$ cat src/sv/scl2x_pkg.sv
`timescale 1ns / 1ps

package scl2x_pkg;

  localparam int PIX_W     = 8;
  localparam int PAL_DEPTH = 256;
  localparam int COLOR_W   = 32;
  localparam int CFG_W     = 11;
  localparam int CFG_IDX_W = 8;
  localparam int POS_W     = 10;
  localparam int ROW_LIM_W = 11;
  localparam int BLK_SLOTS = 3;
  localparam int QUEUE_DEPTH = 4;

  localparam logic [CFG_W-1:0]     FRAME_WIDTH_RST  = 11'd320;
  localparam logic [CFG_W-1:0]     FRAME_HEIGHT_RST = 11'd200;
  localparam logic [ROW_LIM_W-1:0] MAX_ROWS         = 11'd1024;

  localparam logic [CFG_IDX_W-1:0] CFG_FRAME_WIDTH  = 8'd0;
  localparam logic [CFG_IDX_W-1:0] CFG_FRAME_HEIGHT = 8'd1;

  localparam logic FUNC_PALETTE = 1'b0;
  localparam logic FUNC_PIXEL   = 1'b1;

  typedef struct packed {
    logic               func;
    logic [PIX_W-1:0]   pixel_index;
    logic [COLOR_W-1:0] palette_color;
  } scl2x_in_t;

  typedef struct packed {
    logic [POS_W-1:0]   src_col;
    logic [POS_W-1:0]   src_row;
    logic [COLOR_W-1:0] top_left;
    logic [COLOR_W-1:0] top_right;
    logic [COLOR_W-1:0] bottom_left;
    logic [COLOR_W-1:0] bottom_right;
    logic               last_of_run;
  } scl2x_out_t;

  // palette indices of one block: above, left, center, right, below
  typedef struct packed {
    logic [POS_W-1:0] col;
    logic [POS_W-1:0] row;
    logic [PIX_W-1:0] up;
    logic [PIX_W-1:0] dn;
    logic [PIX_W-1:0] ctr;
    logic [PIX_W-1:0] rt;
    logic [PIX_W-1:0] lo;
  } scl2x_blk_t;

  typedef struct packed {
    logic                            is_pixel;
    logic [BLK_SLOTS-1:0]            blk_vld;
    scl2x_blk_t [BLK_SLOTS-1:0]      blk;
    logic [PIX_W-1:0]                pal_addr;
    logic [COLOR_W-1:0]              pal_color;
  } scl2x_job_t;

  typedef struct packed {
    logic full;
    logic empty;
  } scl2x_qstat_t;

endpackage

$ cat src/sv/scl2x_queue.sv
`timescale 1ns / 1ps

module scl2x_queue import scl2x_pkg::*; (
  input  logic         clk,
  input  logic         rst_n,
  input  logic         push,
  input  scl2x_job_t   push_job,
  input  logic         pop,
  output scl2x_qstat_t stat,
  output scl2x_job_t   head
);

  localparam int PW   = $clog2(QUEUE_DEPTH);
  localparam int CNTW = PW + 1;

  scl2x_job_t       slot_r [QUEUE_DEPTH];
  logic [PW-1:0]    wp_r, rp_r;
  logic [CNTW-1:0]  cnt_r, cnt_nxt;

  assign stat.full  = cnt_r == CNTW'(QUEUE_DEPTH);
  assign stat.empty = cnt_r == '0;
  assign head       = slot_r[rp_r];

  always_comb begin
    case ({push, pop})
      2'b10:   cnt_nxt = cnt_r + CNTW'(1);
      2'b01:   cnt_nxt = cnt_r - CNTW'(1);
      default: cnt_nxt = cnt_r;
    endcase
  end

  always_ff @(posedge clk) begin
    if (!rst_n) begin
      wp_r  <= '0;
      rp_r  <= '0;
      cnt_r <= '0;
    end else begin
      cnt_r <= cnt_nxt;
      if (push) begin
        wp_r <= wp_r + PW'(1);
      end
      if (pop) begin
        rp_r <= rp_r + PW'(1);
      end
    end
  end

  always_ff @(posedge clk) begin
    if (push) begin
      slot_r[wp_r] <= push_job;
    end
  end

endmodule

$ cat config.mk
export PLATFORM = sky130hd
export DESIGN_NAME = scl2x_queue
export DESIGN_NICKNAME = d
export VERILOG_FILES = /design/src/sv/scl2x_pkg.sv /design/src/sv/scl2x_queue.sv
export SDC_FILE = /design/constraint.sdc
export NUM_CORES = 1
export LEC_CHECK = 0
export CORE_MARGIN = 4
export CORE_UTILIZATION = 55
export DETAILED_ROUTE_END_ITERATION = 7
export DONT_BUFFER_PORTS = 1
export PLACE_DENSITY = 0.77
export SYNTH_ARGS = -nofsm -noshare
export SYNTH_HDL_FRONTEND = slang
export SYNTH_SLANG_ARGS = --single-unit
$ cat constraint.sdc
create_clock -name clk -period 16.8 [get_ports clk]
set_clock_uncertainty 0.1 [all_clocks]
set_input_delay 0.84 -clock clk [delete_from_list [all_inputs] [get_ports clk]]
set_output_delay 0.84 -clock clk [all_outputs]
set_load 0.01 [all_outputs]
# Yosys cells after proc, flatten, opt, wreduce, memory -nomap -nowiden
# Memory sizes are Yosys's and may differ from the RTL's. A register that Yosys moved wholly into a read port is not among the register bits.
# Index checks and enable logic that the tools add are counted.
# word_totals
out_inout_bits	226
regBits	7
mem_bits_rw	896
wordCells	18
mem_count	1
# memory_table
memory	depth	width	read_ports	rd_clocked_by_memory_dff	wr	line	source
slot_r	4	224	1	1	1	scl2x_queue.sv:16	scl2x_job_t slot_r [QUEUE_DEPTH];
# op_classes
reduce_logical	2
add_sub_neg	4
n_mux	5
eq_ne	3
# op_table
operator	n
$pmux W3 S2	1
$add A2 B1 Y2 const B	2
$mux W2	2
$add A3 B1 Y3 const B	1
$eq A3 B3 Y1 const B	1
$logic_not A3 Y1	1
$sub A3 B1 Y3 const B	1
$eq A2 B1 Y1 const B	1
$eq A2 B2 Y1 const B	1
$mux W1	2
$reduce_bool A2 Y1	1

# Longest topological paths before layout
# Gate-level depths: netlist of the first run.
# logic_depth
word_depth	3
mapped_depth	7
ltp_nobuf	7

# Least setup slack after synthesis of the first run
# No wires, ideal clock.
# synth_timing
kind	input to register
startpoint	in push
endpoint	mem slot_r[0][0] (netlist name) (enable)
required_time_ps	16088
n_path_buf	0
setup_slack_ps	10176
stages	1
arrival_ps	5913
setup_ps	612
cell_sequence	and2_1
# synth_via
elab_chain_cells	2
# synth_lines
element	line	source
start: declaration	scl2x_queue.sv:6	input logic push,
$mux W1	scl2x_queue.sv:49	if (push) begin
$mux W1 (not written as such)	scl2x_queue.sv:50	slot_r[wp_r] <= push_job;
end: declaration	scl2x_queue.sv:16	
# Every way passes these cells.

==> results.yml, run 1 <==
logic_synthesis:
  synth_nets: 1450
  yosysMostFrequentCell: "edfxtp_1"
  netlist_top_cells_area: "edfxtp_1 (82%), mux4_2 (15%), buf_6 (0.65%)"
  synth_edf_count: 896
  syn_area_per_cell_sq_um: 26.9
  ys_types: 20
  async_reset_ff_share_pct: 0
  synth_flop_cell: "edfxtp_1"
  ys_seq_elements: 905
  synth.top_cell.area_share_pct: 82.1
  ys_seq_area_share_pct: 82.7
  synth_common_cells: "edfxtp_1 (896), mux4_2 (224), buf_2 (24)"
  synthesis.area_sq_um: 32800
  synth_top_area_cell: "edfxtp_1"
  synth_cells: 1216
  ys_warn_count: 0
cts:
  clk_latency_ps: 620
  post_cts_buffers: 0
  path_clk_slew_ps: 70
  cts_hold_buf: 0
  cts_tree: "built"
  ctsResizeCount: 0
  numCtsBuffers: 86
  cts_root_buffer: "clkbuf_16"
  clockBufferDepth: 3
  htreeDepth: 3
  cts_sinks: 905
placed_design:
  port_buffers: 0
  dpl_cell_area_sq_um: 33500
  place_congestion: 0.903
  dpl.hpwl_mm: 37.8
floorplanning:
  dieArea_sq_um: 63500
  core_sq_um: 59000
  ioPinCount: 454
  die_w_um: 252
  initial_utilization_pct: 55.5
  die_h_um: 252
  rows: 89
worst_hold_path:
  hp-class: "primary input to flip-flop"
flow_run:
  maxCapViolations: 0
routing:
  routed_via_density: 6.28
  top_layer_used: "met4"
  met2_length_mm: 32.2
  ant_nets: 0
  drc_errors: 0
  vias: 13300
  wire_per_inst_um: 30.6
  met1Wirelength_mm: 22.5
  detailroute.wirelength.met3_mm: 8.67
  dr.first_iter.drc_count: 1371
  dr.pass1.iters: 5
  wl_mm: 64.7
status:
  status: "finished clean"
worst_setup_path:
  cp.required_ps: 15860
  crit_path_start_kind: "flip-flop"
  worst_setup_path_end_kind: "output port"
  path_max_fanout: 49
  cp_data_arrival_time_ps: 3740
  crit_type: "flip-flop to output port"
pwr:
  pwr_density_cell_nw_per_um2: 135
  leakagePower_nw: 11.2
  ir_worst_vdd_mv: 0.109
cells_and_area:
  antenna_cells: 0
  design_area_sq_um: 36400
  area_growth_pct: 11.1
  nNetsFinal: 1506
  fin_util_pct: 61.7
  drive_above_1_share_pct: 27.5
sta:
  finalCriticalPeriod_ps: 4680
  slew_headroom_pct: 30.6
  drv_slew: 0
  setup_viol: 0
  fin_crit_sh_pct: 27.9
  setup_tns_ps: 0
  hold_viol: 0
  fmax_ghz: 0.214
  tightest_slew_ps: 1040
  rsz0062_at_grt: "false"
global_route:
  grt_pass1_vias: 13700
  grt_max_degree: 102
  gr-usage-all-layers_pct: 20.3
  grt_pass1_wl_mm: 94.7
  gr-total-overflow: 0
  antenna_found_initial: 0
==> final timing paths <==
kind | start | to | slack, ps | cells after the start
setup / recovery | flip-flop | head[204] | 12120 | 3
hold / removal | push_job[98] | slot_r[2][98] | 200 | 0
setup reg to reg | wp_r[0] | slot_r[2][134] | 13330 | 5
hold reg to reg | cnt_r[2] | cnt_r[2] | 420 | 2
==> area by class of cell <==
type	instances	area, sq um
Clock buffer	105	2270
Fill cell	3705	22600
Tap cell	773	967
Timing Repair Buffer	18	148
Multi-Input combinational cell	255	5300
Clock inverter	49	612
Sequential cell	905	27100
Inverter	6	22.5
==> report_power, final <==
group	switching [W]	internal [W]
clock network	0.000798	0.00115
registers	0.0000368	0.00260
logic	0.000205	0.000134
==> critical path, cell delays in order (launching register included) <==
cell     delay, ps
dfxtp_4        810
buf_4          740
buf_4          810
mux4_2         660
==> routing by layer <==
| metal | vias up | global-route usage (%) |
|---|---|---|
| met5 | - | 0 |
| met4 | 0 | 5.44 |
| met3 | 87 | 9.24 |
| met2 | 754 | 32.4 |
| met1 | 7026 | 25.7 |
| li1 | 5389 | - |
==> metrics by stage <==
step	hold slack (ps)	total power (W)	instances	setup slack [ps]
detailed placement	411	0.00302	1957	12610
global route	161	0.00510	2111	11640
floorplan	373	0.00296	1216	10180
global placement	385	0.00301	1957	12640
CTS	157	0.00497	2111	11940
finish	199	0.00492	2111	12120
==> kinds of logic (layout without fill, tap and decap cells) <==
logic type      after synthesis  after routing  synth area share, %
compound gates                3              3               0.0535
xor+xnor                      5              5                0.134
fa+ha+maj                     6              6                0.252
buf+inv                      56            178                 1.17
flops                       905            905                 82.7
mux                         225            225                 15.4
simple gates                 16             16                0.286
==> state kept, by name, summed over array words and instances (netlist names), named ones only <==
signal / cells
slot_r: 896
wp_r: 2
rp_r: 2
cnt_r: 3
==> layout by cell type, fill, tap and decap left out <==
cell type   instances
edfxtp_1          896
mux4_2            224
clkbuf_16          88
clkbuf_1           17
clkinv_1           17
buf_4              17
bufinv_16          12
clkinv_2           10
dfxtp_1             7
inv_1               6
and2_1              6
ha_1                5
and2_4              4
clkinvlp_4          4
xor2_1              3
inv_16              3
xnor2_1             2
nand2_1             2
o21ai_0             2
dfxtp_4             2
clkinv_4            2
nor3_1              1
and3_1              1
mux2i_1             1
nor2b_1             1
or3_1               1
a21boi_0            1
fa_1                1
clkinv_16           1
buf_12              1
Power figures use the tool's default switching activity.
==> run 2: changes to the inputs <==
--- a/config.mk
+++ b/config.mk
@@ -9,7 +9,7 @@
 export CORE_UTILIZATION = 55
 export DETAILED_ROUTE_END_ITERATION = 7
 export DONT_BUFFER_PORTS = 1
-export PLACE_DENSITY = 0.77
+export PLACE_DENSITY = 0.8
 export SYNTH_ARGS = -nofsm -noshare
 export SYNTH_HDL_FRONTEND = slang
 export SYNTH_SLANG_ARGS = --single-unit
==> constraint.sdc (replaced) <==
create_clock -name clk -period 3.8 [get_ports clk]
set_clock_uncertainty 0.1 [all_clocks]
set_input_delay 0.19 -clock clk [delete_from_list [all_inputs] [get_ports clk]]
set_output_delay 0.19 -clock clk [all_outputs]
set_load 0.01 [all_outputs]
==> run 2 against run 1 <==
  * Combinational power grew to 5.6 times the previous value
  * Total power grew to 4.4 times the previous value
  * Critical path depth is 1 lower
  * Largest power group unchanged
  * Die area stayed put
  * Worst setup slack worse by 11000 ps
  * Sequential power grew to 4.4 times the previous value
==> results.yml, run 2 (synthesized netlist as in run 1, its figures left out) <==
status:
  status: "finished clean"
sta:
  drv_slew: 0
  rsz0062_at_grt: "false"
  setup_ws_ps: 1020
  fmax_ghz: 0.359
  setup_tns_ps: 0
  hold_viol: 0
  finalCriticalPeriod_ps: 2780
  tightest_slew_ps: 924
  setup_viol: 0
  fin_crit_sh_pct: 73.2
  hold_slack_ps: 60.3
  slew_headroom_pct: 38.4
cts:
  htreeDepth: 3
  clk_latency_ps: 600
  numCtsBuffers: 85
  path_clk_slew_ps: 60
  clockBufferDepth: 3
  cts_root_buffer: "clkbuf_16"
  cts_sinks: 905
  cts_tree: "built"
  post_cts_buffers: 0
cells_and_area:
  design_area_sq_um: 38800
  fillers: 3466
  regMostFlops: "slot_r"
  final_cells: 2361
  final_common_cell: "edfxtp_1"
  nNetsFinal: 1746
  area_growth_pct: 18.5
  layout_common_cells: "edfxtp_1 (896), dlygate4sd3_1 (228), mux4_2 (224)"
  largest_reg_flops: 896
  top_regs: "slot_r x896, cnt_r x3"
  drive_above_1_share_pct: 24.2
floorplanning:
  ioPinCount: 454
  dieArea_sq_um: 63500
  die_w_um: 252
  initial_utilization_pct: 55.5
  die_h_um: 252
  core_sq_um: 59000
  rows: 89
routing:
  dr.pass1.iters: 5
  drc_errors: 0
  wire_per_inst_um: 30.6
  ant_nets: 0
  vias: 14500
  wl_mm: 72.3
  dr.first_iter.drc_count: 1498
  routed_via_density: 6.14
worst_setup_path:
  crit_cells: 2
  crit_path_start_kind: "flip-flop"
  critPathMaxStageDelay_ps: 690
  cp.required_ps: 3510
  worst_setup_path_end_kind: "output port"
  rr_worst_depth: 3
  path_max_fanout: 58
  crit_chain: "buf_12 > mux4_2"
  crit_type: "flip-flop to output port"
  r2r_slack_ps: 1560
  rr_endpoint: "slot_r[3][133]"
  cp_data_arrival_time_ps: 2490
  path_delay_family: "flip-flops"
  r2r-start: "wp_r[0]"
  crit_slowest_cell: "dfxtp_4"
  worst-path-buf-inv: 1
worst_hold_path:
  holdPathStages: 2
  hp-start: "push"
  min_to: "slot_r[0][97]"
  hp-class: "primary input to flip-flop"
pwr:
  ir_worst_vdd_mv: 0.530
  leakagePower_nw: 12.1
  pwr_density_cell_nw_per_um2: 559
global_route:
  grt_max_degree: 92
  grt_pass1_wl_mm: 106
  grt_pass1_vias: 15400
  gr-total-overflow: 0
  antenna_found_initial: 10
  gr-usage-all-layers_pct: 22.7
placed_design:
  dpl_cell_area_sq_um: 33800
  port_buffers: 0
  place_ws_ps: 1560
  dpl.hpwl_mm: 39.8
  dp.cells: 1970
  place_congestion: 0.794
flow_run:
  maxCapViolations: 0
==> run 2: routing by layer <==
metal,part of all wire [%],track usage (%)
met1,36,28.7
met2,52,37.8
met3,9.3,7.27
met4,3.3,7.47
met5,0.036,0
==> run 2: repair_timing <==
action,4_1_cts,5_1_grt
resized for setup,0,0
endpoints found under the hold margin,935,0
hold buffers,228,0
==> run 2: worst max-delay path by stage <==
stage                     end  slack (ps)
6_report             head[86]        1020
5_1_grt              head[86]         820
4_1_cts              head[81]         920
3_5_place_dp   slot_r[3][133]        1560
3_3_place_gp         head[84]        1590
2_1_floorplan    slot_r[2][0]        1150
==> run 2: area by class of cell <==
class / count / area, sq um / share of cell area (%)
Timing Repair Buffer: 259 / 2740 / 7.06
Clock inverter: 53 / 433 / 1.12
Multi-Input combinational cell: 255 / 5300 / 13.7
Clock buffer: 101 / 2230 / 5.74
Tap cell: 773 / 967 / 2.49
Sequential cell: 905 / 27100 / 69.8
Inverter: 6 / 22.5 / 0.0580
Antenna cell: 9 / 22.5 / 0.0580
==> run 2: power by group <==
| group | switching (W) | leakage, nW | internal [W] | total (W) |
|---|---|---|---|---|
| sequential | 0.000166 | 8.30 | 0.0115 | 0.0116 |
| combinational | 0.00111 | 2.53 | 0.000794 | 0.00191 |
| clock | 0.00358 | 1.27 | 0.00455 | 0.00813 |
==> run 2: metrics by stage <==
stage          power [W]  util [%]
6_report          0.0217      65.8
5_1_grt           0.0224      65.7
4_1_cts           0.0218      65.7
3_5_place_dp      0.0134      57.3
3_3_place_gp      0.0134      57.3
2_1_floorplan     0.0130         -
==> run 2: worst reg2reg max path, stage by stage, from the launching register on <==
cell     delay, ps
dfxtp_1        400
ha_1           180
and2_4         750
buf_4          480
